`config.mk`:
```
export PLATFORM = sky130hd
export DESIGN_NAME = vending_change_controller
export DESIGN_NICKNAME = d
export VERILOG_FILES = /design/src/rtl/vcc_pkg.sv /design/src/rtl/vcc_front.sv /design/src/rtl/vcc_queue.sv /design/src/rtl/vcc_back.sv /design/src/rtl/vending_change_controller.sv
export SDC_FILE = /design/constraint.sdc
export NUM_CORES = 1
export LEC_CHECK = 0
export BUFFER_PORTS_ARGS = -buffer_cell sky130_fd_sc_hd__clkbuf_2
export CAP_MARGIN = 20
export CORE_UTILIZATION = 56
export CTS_BUF_LIST = sky130_fd_sc_hd__clkbuf_2
export DETAILED_ROUTE_END_ITERATION = 10
export GPL_TIMING_DRIVEN = 0
export PLACE_DENSITY = 0.7
export SYNTH_ARGS = -nofsm -noshare
export SYNTH_HDL_FRONTEND = slang
export SYNTH_SLANG_ARGS = --single-unit
```
`constraint.sdc`:
```
create_clock -name clk -period 14.46 [get_ports clk]
set_input_delay 0 -clock clk [delete_from_list [all_inputs] [get_ports clk]]
set_output_delay 0 -clock clk [all_outputs]
set_load 0.02 [all_outputs]
```
`src/rtl/vcc_pkg.sv`:
```
// Shared types, tables and constants of the vending change controller.
package vcc_pkg;

  localparam int unsigned COIN_KINDS     = 7;
  localparam int unsigned TUBE_IDX_W     = 3;
  localparam int unsigned NUM_PRICES     = 10;
  localparam int unsigned NUM_COIN_FACES = 9;
  localparam int unsigned STOCK_MAX      = 255;
  localparam int unsigned QUEUE_DEPTH    = 2;
  localparam int unsigned RECIP_SHIFT    = 16;

  localparam logic [7:0] PRICE_TABLE [NUM_PRICES] = '{
    8'd9, 8'd8, 8'd9, 8'd9, 8'd13, 8'd12, 8'd15, 8'd12, 8'd3, 8'd2
  };

  // Tubes hold the change coins, largest first.
  localparam logic [6:0] TUBE_VALUE [COIN_KINDS] = '{
    7'd100, 7'd50, 7'd20, 7'd10, 7'd5, 7'd2, 7'd1
  };

  // floor(2^16 / value); the quotient estimate is low by at most one.
  localparam logic [16:0] TUBE_RECIP [COIN_KINDS] = '{
    17'd655, 17'd1310, 17'd3276, 17'd6553, 17'd13107, 17'd32768, 17'd65536
  };

  localparam logic [9:0] COIN_FACES [NUM_COIN_FACES] = '{
    10'd500, 10'd200, 10'd100, 10'd50, 10'd20, 10'd10, 10'd5, 10'd2, 10'd1
  };

  typedef enum logic [1:0] {
    OP_SELECT     = 2'd0,
    OP_COIN       = 2'd1,
    OP_LOAD_STOCK = 2'd2,
    OP_LOAD_TUBE  = 2'd3
  } op_t;

  typedef enum logic [3:0] {
    STS_AWAIT        = 4'd0,
    STS_INVALID_SEL  = 4'd1,
    STS_SOLD_OUT     = 4'd2,
    STS_BAD_COIN     = 4'd3,
    STS_PAID_EXACT   = 4'd4,
    STS_CHANGE_COINS = 4'd5,
    STS_CHANGE_DONE  = 4'd6,
    STS_CHANGE_SHORT = 4'd7,
    STS_IGNORED      = 4'd8,
    STS_LOADED       = 4'd9
  } status_t;

  typedef enum logic [2:0] {
    S_IDLE  = 3'd0,
    S_DIV   = 3'd1,
    S_GIVE  = 3'd2,
    S_PAY   = 3'd3,
    S_FINAL = 3'd4
  } back_state_t;

  // Classified command handed from the front end to the executor.
  typedef struct packed {
    op_t        op;
    logic       sel_ok;
    logic       coin_ok;
    logic       slot_ok;
    logic [3:0] product;
    logic [9:0] coin;
    logic [3:0] slot;
    logic [9:0] count;
  } cmd_t;

  function automatic logic [7:0] price_of(input logic [3:0] idx);
    logic [7:0] p;
    p = '0;
    if (idx < 4'(NUM_PRICES)) begin
      p = PRICE_TABLE[idx];
    end
    return p;
  endfunction

endpackage

```
`src/rtl/vcc_front.sv`:
```
// Front end: decodes an incoming event and runs the checks that need no state.
module vcc_front import vcc_pkg::*; #(
  parameter int PRODUCT_COUNT = 10
) (
  input  logic        in_valid,
  input  logic [31:0] in_data,
  input  logic [1:0]  in_user,
  output logic        cmd_valid,
  output cmd_t        cmd
);

  logic [3:0] product;
  logic [9:0] coin;
  logic [3:0] slot;
  logic       face_hit;

  assign product = in_data[3:0];
  assign coin    = in_data[13:4];
  assign slot    = in_data[17:14];

  always_comb begin
    face_hit = 1'b0;
    for (int i = 0; i < NUM_COIN_FACES; i++) begin
      if (coin == COIN_FACES[i]) begin
        face_hit = 1'b1;
      end
    end
  end

  always_comb begin
    cmd.op      = op_t'(in_user);
    cmd.product = product;
    cmd.coin    = coin;
    cmd.slot    = slot;
    cmd.count   = in_data[27:18];
    cmd.coin_ok = face_hit;
    cmd.sel_ok  = (product != 4'd0) && (product <= 4'(PRODUCT_COUNT));
    unique case (op_t'(in_user))
      OP_LOAD_STOCK: cmd.slot_ok = slot < 4'(PRODUCT_COUNT);
      OP_LOAD_TUBE:  cmd.slot_ok = slot < 4'(COIN_KINDS);
      OP_SELECT,
      OP_COIN:       cmd.slot_ok = 1'b0;
    endcase
  end

  assign cmd_valid = in_valid;

endmodule

```
`src/rtl/vcc_queue.sv`:
```
// Short command queue between the front end and the executor.
module vcc_queue import vcc_pkg::*; (
  input  logic clk,
  input  logic rst,
  input  logic push_valid,
  output logic push_ready,
  input  cmd_t push_data,
  output logic pop_valid,
  input  logic pop_ready,
  output cmd_t pop_data
);

  localparam int unsigned PTR_W = (QUEUE_DEPTH > 1) ? $clog2(QUEUE_DEPTH) : 1;
  localparam int unsigned CNT_W = $clog2(QUEUE_DEPTH + 1);

  cmd_t             slots [QUEUE_DEPTH];
  logic [PTR_W-1:0] wr_ptr;
  logic [PTR_W-1:0] rd_ptr;
  logic [CNT_W-1:0] fill;
  logic             do_push;
  logic             do_pop;

  assign push_ready = fill != CNT_W'(QUEUE_DEPTH);
  assign pop_valid  = fill != '0;
  assign pop_data   = slots[rd_ptr];
  assign do_push    = push_valid && push_ready;
  assign do_pop     = pop_valid && pop_ready;

  always_ff @(posedge clk) begin
    if (do_push) begin
      slots[wr_ptr] <= push_data;
    end
  end

  always_ff @(posedge clk) begin
    if (rst) begin
      wr_ptr <= '0;
      rd_ptr <= '0;
      fill   <= '0;
    end else begin
      if (do_push) begin
        wr_ptr <= (wr_ptr == PTR_W'(QUEUE_DEPTH - 1)) ? '0 : wr_ptr + 1'b1;
      end
      if (do_pop) begin
        rd_ptr <= (rd_ptr == PTR_W'(QUEUE_DEPTH - 1)) ? '0 : rd_ptr + 1'b1;
      end
      if (do_push && !do_pop) begin
        fill <= fill + 1'b1;
      end else if (do_pop && !do_push) begin
        fill <= fill - 1'b1;
      end
    end
  end

endmodule

```
`src/rtl/vcc_back.sv`:
```
// Executor: sale state, stock and tube counts, greedy change walk, result register.
module vcc_back import vcc_pkg::*; #(
  parameter int PRODUCT_COUNT = 10
) (
  input  logic        clk,
  input  logic        rst,
  input  logic        cmd_valid,
  output logic        cmd_ready,
  input  cmd_t        cmd,
  output logic        res_valid,
  input  logic        res_ready,
  output logic [31:0] res_data,
  output logic [3:0]  res_user,
  output logic        res_last
);

  localparam int unsigned PIDX_W = (PRODUCT_COUNT > 1) ? $clog2(PRODUCT_COUNT) : 1;

  back_state_t state, state_next;
  logic        sale_open, sale_open_next;
  logic [3:0]  chosen_index, chosen_index_next;
  logic [9:0]  paid_sum, paid_sum_next;
  logic [7:0]  stock [PRODUCT_COUNT];
  logic [7:0]  stock_next [PRODUCT_COUNT];
  logic [9:0]  tubes [COIN_KINDS];
  logic [9:0]  tubes_next [COIN_KINDS];
  logic [9:0]  change, change_next;
  logic [TUBE_IDX_W-1:0] tube, tube_next;
  logic [9:0]  q_est, q_est_next;
  logic [9:0]  give, give_next;

  logic        out_valid;
  status_t     out_status;
  logic [9:0]  out_amount;
  logic [6:0]  out_denom;
  logic [8:0]  out_count;
  logic        out_last;

  logic        emit;
  status_t     emit_status;
  logic [9:0]  emit_amount;
  logic [6:0]  emit_denom;
  logic [8:0]  emit_count;
  logic        emit_last;

  logic        out_free;
  logic [7:0]  price;
  logic [9:0]  due;
  logic [PIDX_W-1:0] sel_idx;
  logic [3:0]  sel_num;
  logic [10:0] sum;
  logic [26:0] recip_prod;
  logic [16:0] q_times_val;
  logic [16:0] rem;
  logic [6:0]  val;
  logic [9:0]  want;
  logic [16:0] pay_total;
  logic        last_tube;

  assign out_free  = !out_valid || res_ready;
  assign cmd_ready = (state == S_IDLE) && out_free;
  assign price     = price_of(chosen_index);
  assign due       = 10'(price) - paid_sum;
  assign sel_num   = cmd.product - 4'd1;
  assign sel_idx   = sel_num[PIDX_W-1:0];
  assign sum       = 11'(paid_sum) + 11'(cmd.coin);
  assign val       = TUBE_VALUE[tube];
  assign last_tube = tube == TUBE_IDX_W'(COIN_KINDS - 1);

  // quotient estimate for change / tube value
  assign recip_prod  = 27'(change) * 27'(TUBE_RECIP[tube]);
  assign q_times_val = 17'(q_est) * 17'(val);
  assign rem         = 17'(change) - q_times_val;
  assign want        = q_est + 10'(rem >= 17'(val));
  assign pay_total   = 17'(give) * 17'(val);

  always_comb begin
    state_next        = state;
    sale_open_next    = sale_open;
    chosen_index_next = chosen_index;
    paid_sum_next     = paid_sum;
    stock_next        = stock;
    tubes_next        = tubes;
    change_next       = change;
    tube_next         = tube;
    q_est_next        = q_est;
    give_next         = give;
    emit              = 1'b0;
    emit_status       = STS_IGNORED;
    emit_amount       = '0;
    emit_denom        = '0;
    emit_count        = '0;
    emit_last         = 1'b1;

    unique case (state)
      S_IDLE: begin
        if (cmd_valid && out_free) begin
          unique case (cmd.op)
            OP_SELECT: begin
              emit = 1'b1;
              priority if (sale_open) begin
                emit_status = STS_IGNORED;
                emit_amount = due;
              end else if (!cmd.sel_ok) begin
                emit_status = STS_INVALID_SEL;
              end else if (stock[sel_idx] == 8'd0) begin
                emit_status = STS_SOLD_OUT;
              end else begin
                stock_next[sel_idx] = stock[sel_idx] - 8'd1;
                chosen_index_next   = sel_num;
                paid_sum_next       = '0;
                sale_open_next      = 1'b1;
                emit_status         = STS_AWAIT;
                emit_amount         = 10'(price_of(sel_num));
              end
            end
            OP_COIN: begin
              priority if (!sale_open) begin
                emit        = 1'b1;
                emit_status = STS_IGNORED;
              end else if (!cmd.coin_ok) begin
                emit        = 1'b1;
                emit_status = STS_BAD_COIN;
                emit_amount = due;
              end else if (sum < 11'(price)) begin
                paid_sum_next = sum[9:0];
                emit          = 1'b1;
                emit_status   = STS_AWAIT;
                emit_amount   = 10'(11'(price) - sum);
              end else begin
                sale_open_next = 1'b0;
                paid_sum_next  = '0;
                if (sum == 11'(price)) begin
                  emit        = 1'b1;
                  emit_status = STS_PAID_EXACT;
                end else begin
                  change_next = 10'(sum - 11'(price));
                  tube_next   = '0;
                  state_next  = S_DIV;
                end
              end
            end
            OP_LOAD_STOCK: begin
              emit = 1'b1;
              if (cmd.slot_ok) begin
                stock_next[cmd.slot[PIDX_W-1:0]] =
                  (cmd.count > 10'(STOCK_MAX)) ? 8'(STOCK_MAX) : cmd.count[7:0];
                emit_status = STS_LOADED;
              end else begin
                emit_status = STS_IGNORED;
              end
            end
            OP_LOAD_TUBE: begin
              emit = 1'b1;
              if (cmd.slot_ok) begin
                tubes_next[cmd.slot[TUBE_IDX_W-1:0]] = cmd.count;
                emit_status = STS_LOADED;
              end else begin
                emit_status = STS_IGNORED;
              end
            end
          endcase
        end
      end
      S_DIV: begin
        q_est_next = recip_prod[RECIP_SHIFT+9:RECIP_SHIFT];
        state_next = S_GIVE;
      end
      S_GIVE: begin
        give_next = (want < tubes[tube]) ? want : tubes[tube];
        if (give_next != '0) begin
          state_next = S_PAY;
        end else if (last_tube) begin
          state_next = S_FINAL;
        end else begin
          tube_next  = tube + 1'b1;
          state_next = S_DIV;
        end
      end
      S_PAY: begin
        if (out_free) begin
          tubes_next[tube] = tubes[tube] - give;
          change_next      = change - pay_total[9:0];
          emit             = 1'b1;
          emit_status      = STS_CHANGE_COINS;
          emit_amount      = change - pay_total[9:0];
          emit_denom       = val;
          emit_count       = give[8:0];
          emit_last        = 1'b0;
          if (last_tube) begin
            state_next = S_FINAL;
          end else begin
            tube_next  = tube + 1'b1;
            state_next = S_DIV;
          end
        end
      end
      S_FINAL: begin
        if (out_free) begin
          emit        = 1'b1;
          emit_status = (change == '0) ? STS_CHANGE_DONE : STS_CHANGE_SHORT;
          emit_amount = change;
          state_next  = S_IDLE;
        end
      end
      default: begin
        state_next = S_IDLE;
      end
    endcase
  end

  always_ff @(posedge clk) begin
    if (rst) begin
      state        <= S_IDLE;
      sale_open    <= 1'b0;
      chosen_index <= '0;
      paid_sum     <= '0;
      out_valid    <= 1'b0;
      for (int i = 0; i < PRODUCT_COUNT; i++) begin
        stock[i] <= '0;
      end
      for (int i = 0; i < COIN_KINDS; i++) begin
        tubes[i] <= '0;
      end
    end else begin
      state        <= state_next;
      sale_open    <= sale_open_next;
      chosen_index <= chosen_index_next;
      paid_sum     <= paid_sum_next;
      stock        <= stock_next;
      tubes        <= tubes_next;
      if (emit) begin
        out_valid <= 1'b1;
      end else if (res_ready) begin
        out_valid <= 1'b0;
      end
    end
  end

  always_ff @(posedge clk) begin
    change <= change_next;
    tube   <= tube_next;
    q_est  <= q_est_next;
    give   <= give_next;
    if (emit) begin
      out_status <= emit_status;
      out_amount <= emit_amount;
      out_denom  <= emit_denom;
      out_count  <= emit_count;
      out_last   <= emit_last;
    end
  end

  assign res_valid = out_valid;
  assign res_user  = out_status;
  assign res_last  = out_last;
  assign res_data  = {6'd0, out_count, out_denom, out_amount};

  a_sale_below_price: assert property (@(posedge clk) disable iff (rst)
    sale_open |-> (paid_sum < 10'(price)))
    else $error("open sale already paid in full");

  a_walk_sale_closed: assert property (@(posedge clk) disable iff (rst)
    (state != S_IDLE) |-> !sale_open)
    else $error("change walk with a sale still open");

  a_pay_nonzero: assert property (@(posedge clk) disable iff (rst)
    (state == S_PAY) |-> (give != '0))
    else $error("pay step with nothing to give");

  a_coin_result_form: assert property (@(posedge clk) disable iff (rst)
    (out_valid && out_status == STS_CHANGE_COINS) |-> (!out_last && out_denom != '0))
    else $error("change coin result malformed");

endmodule

```
`src/rtl/vending_change_controller.sv`:
```
// Top level of the vending change controller.
//
//  channel  | dir | handshake         | payload
//  ---------+-----+-------------------+--------------------------------------------
//  s_*      | in  | s_tvalid/s_tready | tuser op; tdata product, coin, slot, count
//  m_*      | out | m_tvalid/m_tready | tuser status; tdata amount, denom, count
//
// Select, rejected coin, partial payment and load events finish in the idle state.
// A payment with change walks seven tubes, each through S_DIV (reciprocal multiply)
// and S_GIVE (correction); a tube that pays also passes S_PAY (payout), then S_FINAL
// gives the final status. The two-entry queue lets events arrive while change is paid.
// rst is synchronous; it clears the sale, stock and tube counts.
// A stalled m_tready holds the result register; the executor waits at its next result.
module vending_change_controller import vcc_pkg::*; #(
  parameter int PRODUCT_COUNT = 10
) (
  input  logic        clk,
  input  logic        rst,
  input  logic        s_tvalid,
  output logic        s_tready,
  input  logic [31:0] s_tdata,   // product[3:0], coin_value[13:4], slot[17:14],
                                 // load_count[27:18], zero[31:28]
  input  logic [1:0]  s_tuser,   // op[1:0]
  output logic        m_tvalid,
  input  logic        m_tready,
  output logic [31:0] m_tdata,   // amount[9:0], denomination[16:10],
                                 // coin_count[25:17], zero[31:26]
  output logic [3:0]  m_tuser,   // status[3:0]
  output logic        m_tlast
);

  logic front_valid;
  cmd_t front_cmd;
  logic exec_valid;
  logic exec_ready;
  cmd_t exec_cmd;

  vcc_front #(
    .PRODUCT_COUNT(PRODUCT_COUNT)
  ) u_front (
    .in_valid (s_tvalid),
    .in_data  (s_tdata),
    .in_user  (s_tuser),
    .cmd_valid(front_valid),
    .cmd      (front_cmd)
  );

  vcc_queue u_queue (
    .clk       (clk),
    .rst       (rst),
    .push_valid(front_valid),
    .push_ready(s_tready),
    .push_data (front_cmd),
    .pop_valid (exec_valid),
    .pop_ready (exec_ready),
    .pop_data  (exec_cmd)
  );

  vcc_back #(
    .PRODUCT_COUNT(PRODUCT_COUNT)
  ) u_back (
    .clk      (clk),
    .rst      (rst),
    .cmd_valid(exec_valid),
    .cmd_ready(exec_ready),
    .cmd      (exec_cmd),
    .res_valid(m_tvalid),
    .res_ready(m_tready),
    .res_data (m_tdata),
    .res_user (m_tuser),
    .res_last (m_tlast)
  );

endmodule

```
; Word level (Yosys, flattened, before mapping)
; Memory sizes are Yosys's and may differ from the RTL's. A register that Yosys moved wholly into a read port is not among the register bits.
; Cells that the tools add are included.
[op_classes]
n_addsub = 15
n_reduce_logical = 42
n_div = 0
mux = 137
n_bitwise = 7
eq_ne = 39
multipliers = 3
n_shift = 0
n_lt_le_gt_ge = 18
[op_table]
columns = cell, count
row1 = two-way mux 80 bit, 4
row2 = two-way mux 70 bit, 4
row3 = two-way mux 10 bit, 26
row4 = bitwise mux 80 bit, 2
row5 = one-hot mux 80 bit (2 select lines), 1
row6 = bitwise mux 70 bit, 2
row7 = one-hot mux 70 bit (2 select lines), 1
row8 = two-way mux 8 bit, 12
row9 = demux 8 bit (select 4 bit), 2
row10 = demux 10 bit (select 3 bit), 2
row11 = one-hot mux 10 bit (2 select lines), 3
row12 = two-way mux 3 bit, 19
row13 = two-way mux 4 bit, 9
row14 = two-way mux 17 bit, 2
row15 = binary-select mux 8 bit (select 4 bit), 1
row16 = two-way mux 1 bit, 32
row17 = binary-select mux 10 bit (select 3 bit), 1
row18 = one-hot mux 10 bit (3 select lines), 1
row19 = multiplier 10 x 17 -> 26 bit, 1
row20 = one-hot mux 4 bit (3 select lines), 2
row21 = AND reduction 8 bit, 3
row22 = "inequality test 2 bit, second input constant", 11
row23 = subtractor 10 bit, 2
row24 = subtractor 8 x 10 -> 10 bit, 2
row25 = 67 further kinds, 116
[word_totals]
input_bits = 38
regBits = 237
ramBits = 66
rom_bits = 448
mem_count = 5
latch_bits = 0
out_inout_bits = 39
wordCells = 300
[memory_table]
columns = name, depth, width, rd, rd_clocked_by_memory_dff, write_ports, line_no
row1 = (no name shown), 8, 17, 1, 0, 0, vcc_back.sv:71  ; assign recip_prod = 27'(change) * 27'(TUBE_RECIP[tube]);
row2 = (no name shown), 16, 8, 1, 0, 0, vcc_pkg.sv:74  ; p = PRICE_TABLE[idx];
row3 = (no name shown), 16, 8, 1, 0, 0, vcc_pkg.sv:74
row4 = u_queue.slots, 2, 33, 1, 1, 1, vcc_queue.sv:16  ; cmd_t slots [QUEUE_DEPTH];
row5 = (no name shown), 8, 7, 1, 0, 0, vcc_back.sv:67  ; assign val = TUBE_VALUE[tube];

; Logic depth before layout (Yosys ltp)
[depth]
depth_word = 14
depth_mapped = 45
ltp_nobuf = 40

; Modules after synthesis
; Synthesis repeated with hierarchy kept, for this count alone.
[hier_totals]
cells_unflattened = 2794
area_unflattened_um2 = 25901.1
[by_module_without_submodules]
columns = mod, seq_area_each_um2, cells_each, instances, area_each_um2
row1 = vcc_back, 5305.1, 2610, 1, 22889.5
row2 = vcc_queue, 2082.0, 127, 1, 2596.2
row3 = vcc_front, 0.0, 57, 1, 415.4

; Least setup slack after synthesis
; OpenSTA, ideal clock, no wires.
[synth_timing]
path_kind = register to register
startpoint = register u_back.tube[1]
endpoint = register u_back.tube[0], enable pin
n_path_buf = 5
path_slack_ns = 4.332
synth_period_minus_slack_ns = 10.128
t_arrival_ns = 9.781
stages_incl_launch_ff = 44
setup_time_ns = 0.347
t_required_ns = 14.113
cell_sequence = edfxtp_1 buf_2 clkbuf_1 clkbuf_1 clkinv_1 ha_1 nand2_1 nand2_1 clkbuf_1 and2_1 fa_1 fa_1 inv_1 fa_1 inv_1 fa_1 inv_1 ha_1 [... 8 more ...] a211o_1 a211oi_1 nand4_1 ha_1 ha_1 and3_1 xor2_1 ha_1 a21o_1 a21o_1 a21o_1 a221oi_1 o21a_1 buf_1 mux2i_1 or3_1 a21o_1 a21boi_0
[synth_via]
elab_chain_cells = 13
elab_cells_between_ends = 16
classes_between = add/sub (2) / mul (1) / order compare (2) / eq/ne (1) / mux (6) / bitwise (1) / reduce/logical (2) / memory (1)
[synth_rtl]
columns = element, line_no
row1 = "start, declared", vcc_back.sv:28  ; logic [TUBE_IDX_W-1:0] tube, tube_next;
row2 = "start signal, assigned", vcc_back.sv:242  ; tube <= tube_next;
row3 = inverter 3 -> 4 bit (implied by the code) *, "vcc_back.sv:67, vcc_back.sv:170"
row4 = memory read (8 x 7 bit), --
row5 = two-way mux 7 bit (implied by the code) (2 in a row), vcc_back.sv:67
row6 = multiplier 10 x 7 -> 17 bit, vcc_back.sv:72  ; assign q_times_val = 17'(q_est) * 17'(val);
row7 = subtractor 10 x 17 -> 17 bit, vcc_back.sv:73  ; assign rem = 17'(change) - q_times_val;
row8 = greater-or-equal comparator 17 x 7 -> 1 bit, vcc_back.sv:74  ; assign want = q_est + 10'(rem >= 17'(val));
row9 = adder 10 x 1 -> 10 bit, vcc_back.sv:74
row10 = < comparator 10 bit, vcc_back.sv:170  ; give_next = (want < tubes[tube]) ? want : tubes[tube];
row11 = two-way mux 10 bit *, vcc_back.sv:170
row12 = nonzero test 10 bit *, vcc_back.sv:171  ; if (give_next != '0) begin
row13 = inequality test 2 bit (no source line) *, --
row14 = AND reduction 9 bit (no source line) *, --
; Every way passes the cells marked *; elsewhere a longest branch is shown, timed or not. The select of a mux whose other input is x is not followed.
; A chain may end at the register's enable or synchronous reset.

; Worst setup path in the final report
; Ends and elaborated chain as after synthesis.

==> qor.yml <==
status:
  outcome: "completed"
worst_setup_path:
  crit_path_frequent_cell: "ha_1"
  crit_path_end_kind: "register"
  crit_end: "u_back.tube[0]"
  slowest_delay_ns: 0.66
  reg2regPathDepth: 42
  cp_max_fo: 10
  cp-startpoint: "u_back.tube[1]"
  r2r-start: "u_back.tube[1]"
  criticalPathCategory: "register to register"
  required_ns: 15.09
  critical_path_cell_count: 42
  worstPathArrival_ns: 14.40
  reg2reg_slack_ns: 0.69
  path_delay_family: "adder cells"
  crit_slowest_cell: "clkinv_1"
  path_buf_inv: 9
  r2r-end: "u_back.tube[0]"
  start_kind: "register"
power:
  power_leakage_nw: 12.5
  swShare_pct: 42.9
  combinationalPowerShare_pct: 40.0
  power_frac_clock_pct: 24.4
  seqPwrFrac_pct: 35.7
  p_switching_mw: 1.24
  design_power_total_mw: 2.89
  vdd_drop_max_mv: 0.107
  power.density_nw_per_um2: 101
  intPower_mw: 1.65
synth:
  ys.flop_type: "dfxtp_1"
  synth_top_area_cell: "edfxtp_1"
  syn_area_um2: 25800
  netlist_instances: 2774
  synth-async-reset-ratio_pct: 0
  synth-edff-count: 130
  ys_seq_area_share_pct: 28.6
  synth_cell_type_count: 91
  ys_ff_latch: 304
  syn_avg_cell_area_um2: 9.31
  yosysWarnings: 0
  synth.area.top_cells: "edfxtp_1 15%, fa_1 15%, dfxtp_1 13%"
  synth_top_cell_area_share_pct: 15.1
route:
  wl_per_cell_um: 23.2
  finalWirelength_mm: 85.3
  drt-vias-per-instance: 6.30
  via_count: 23198
  dr.pass1.iters: 9
  initialDrtViolationCount: 2573
  ant_nets: 0
  drc_errors: 0
grt:
  antenna_found_initial: 1
  grt_usage_pct: 36.5
  grt_max_degree: 34
  overflow: 0
  grt_pass1_vias: 23400
  grt_pass1_wl_mm: 132
sta:
  setup_viol: 0
  drv_slew: 0
  tns_ns: 0
  fmax_mhz: 72.6
  fin_crit_sh_pct: 95.2
  finalHoldViolations: 0
  worst_slew_pin_slew_ns: 1.11
  fin_crit_ns: 13.77
  skew_ns: 0.117
  slew_headroom_pct: 25.8
  rsz0062_at_grt: "no"
cts:
  ctsHtreeMaxLevel: 3
  cts_setup_buffers: 0
  clockBufferDepth: 3
  clockRootBuffer: "clkbuf_2"
  insertion_delay_ns: 1.12
  numCtsBuffers: 85
  cts_tree: "built"
  clock-sinks: 304
  path_clk_slew_ns: 0.12
placement:
  gp_congestion: 0.994
  dpl_cell_area_um2: 27000
  port_buffers: 66
  dp.final_hpwl_mm: 63.2
floorplan:
  io_pins: 77
  num_rows: 78
  core-area_um2: 45500
  dieArea_um2: 47000
  chipWidth_um: 217
  fp.dieH_um: 217
  start_util_pct: 56.8
finish:
  final_area_um2: 28600
  nFillCells: 3968
  nets: 3428
  area_delta_synth_final_pct: 10.7
  mostFrequentLayoutCell: "inv_1"
  final_cell_mix: "288 x inv_1, 287 x nor2_1, 206 x nand2_1"
  drive_above_1_share_pct: 10.2
run:
  maxCapViolCount: 0
min_path:
  hold-path-cell-count: 5
  min_path_type: "input port to register"
[stage by stage]
| step | worst slack [ns] | std cells | util, % | hold WS, ns |
|---|---|---|---|---|
| after floorplan | 4.33 | 2779 | - | 0.0989 |
| after global placement | 1.36 | 3445 | 59.2 | 0.191 |
| after detailed placement | 1.19 | 3449 | 59.4 | 0.196 |
| after CTS | 1.01 | 3678 | 62.9 | 0.00349 |
| after global routing | 0.363 | 3682 | 62.9 | 0.118 |
| final | 0.690 | 3682 | 62.9 | 0.126 |
[tightest hold or removal path: cells and delay by family]
kind	cells	cell delay, ns
and+or+nand+nor	1	0.05
buffers and inverters	3	0.87
AOI/OAI and AO/OA	1	0.23
[Yosys cell counts (36+ instances only)]
cell type  number
edfxtp_1      130
mux2i_1        57
nor3_1         70
a21oi_1        84
nand3_1        50
a22oi_1        76
inv_1         288
xor2_1         36
nand2_1       207
ha_1          187
nor2_1        288
fa_1          192
a21o_1         38
dfxtp_1       174
o21ai_0        52
and2_1         81
xnor2_1        66
clkbuf_1       89
o22ai_1       113
a22o_1         49
[per-layer routing]
metal	global-route usage (%)	vias up	routed length, µm	part of all wire (%)
li1	-	10298	-	-
met1	47.5	11235	33500	39
met2	57.7	1364	39300	46
met3	7.02	301	8240	9.7
met4	19.5	0	4220	4.9
met5	0	-	0	0
[timing repair]
item	CTS	global route
gates resized for setup	0	0
endpoints found under the hold margin	236	0
hold buffers	72	0
[cell families after synthesis]
family | synth area share (%)
adder cells (fa/ha/maj) | 23.9
buffers and inverters | 6.60
multiplexers | 5.46
XOR/XNOR | 3.56
AND/OR/NAND/NOR | 15.7
AO/OA/AOI/OAI | 16.2
other | 0.0145
flip-flops | 28.6
[worst min path at each step]
stage / start / end / slack (ns)
3_5_place_dp: s_tdata[24] / u_queue.slots[1][6] / 0.20
4_1_cts: m_tready / u_back.res_valid / 0.003
5_1_grt: m_tready / u_back.res_valid / 0.12
2_1_floorplan: s_tdata[18] / u_queue.slots[0][0] / 0.1
6_report: m_tready / u_back.res_valid / 0.13
3_3_place_gp: s_tdata[22] / u_queue.slots[1][4] / 0.19
[sequential cells by signal (all words and copies together), names as in the netlist, named ones only]
| signal | cells |
|---|---|
| u_back.stock | 80 |
| u_back.tubes | 70 |
| u_queue.slots | 66 |
| u_back.change | 10 |
| u_back.give | 10 |
| u_back.out_amount | 10 |
| u_back.paid_sum | 10 |
| u_back.q_est | 10 |
| u_back.out_count | 9 |
| u_back.out_denom | 7 |
| u_back.chosen_index | 4 |
| u_back.res_user | 4 |
| u_back.state | 3 |
| u_back.tube | 3 |
| u_queue.fill | 2 |
| u_back.res_last | 1 |
| u_back.res_valid | 1 |
| u_back.sale_open | 1 |
| u_queue.rd_ptr | 1 |
| u_queue.wr_ptr | 1 |
[final cells by class]
| type | instances | area (µm²) | area share, % |
|---|---|---|---|
| plain buffers | 137 | 577 | 2.02 |
| inverters | 299 | 1130 | 3.94 |
| repair buffers | 145 | 1140 | 3.98 |
| multi-input cells | 2039 | 16800 | 58.6 |
| clock inverters | 34 | 233 | 0.814 |
| flip-flops and latches | 304 | 7390 | 25.8 |
| clock buffers | 123 | 616 | 2.15 |
| well taps | 600 | 751 | 2.62 |
| diodes | 1 | 2.50 | 0.00875 |
[power groups by stage]
stage,Combinational (mW),Clock (mW),Sequential (mW)
final,1.15,0.704,1.03
after floorplan,0.706,0,1.08
after detailed placement,1.09,0,1.05
after global routing,1.21,0.756,1.04
after global placement,1.06,0,1.05
after CTS,1.11,0.713,1.03
No activity file was read; power rests on OpenSTA's default activity.
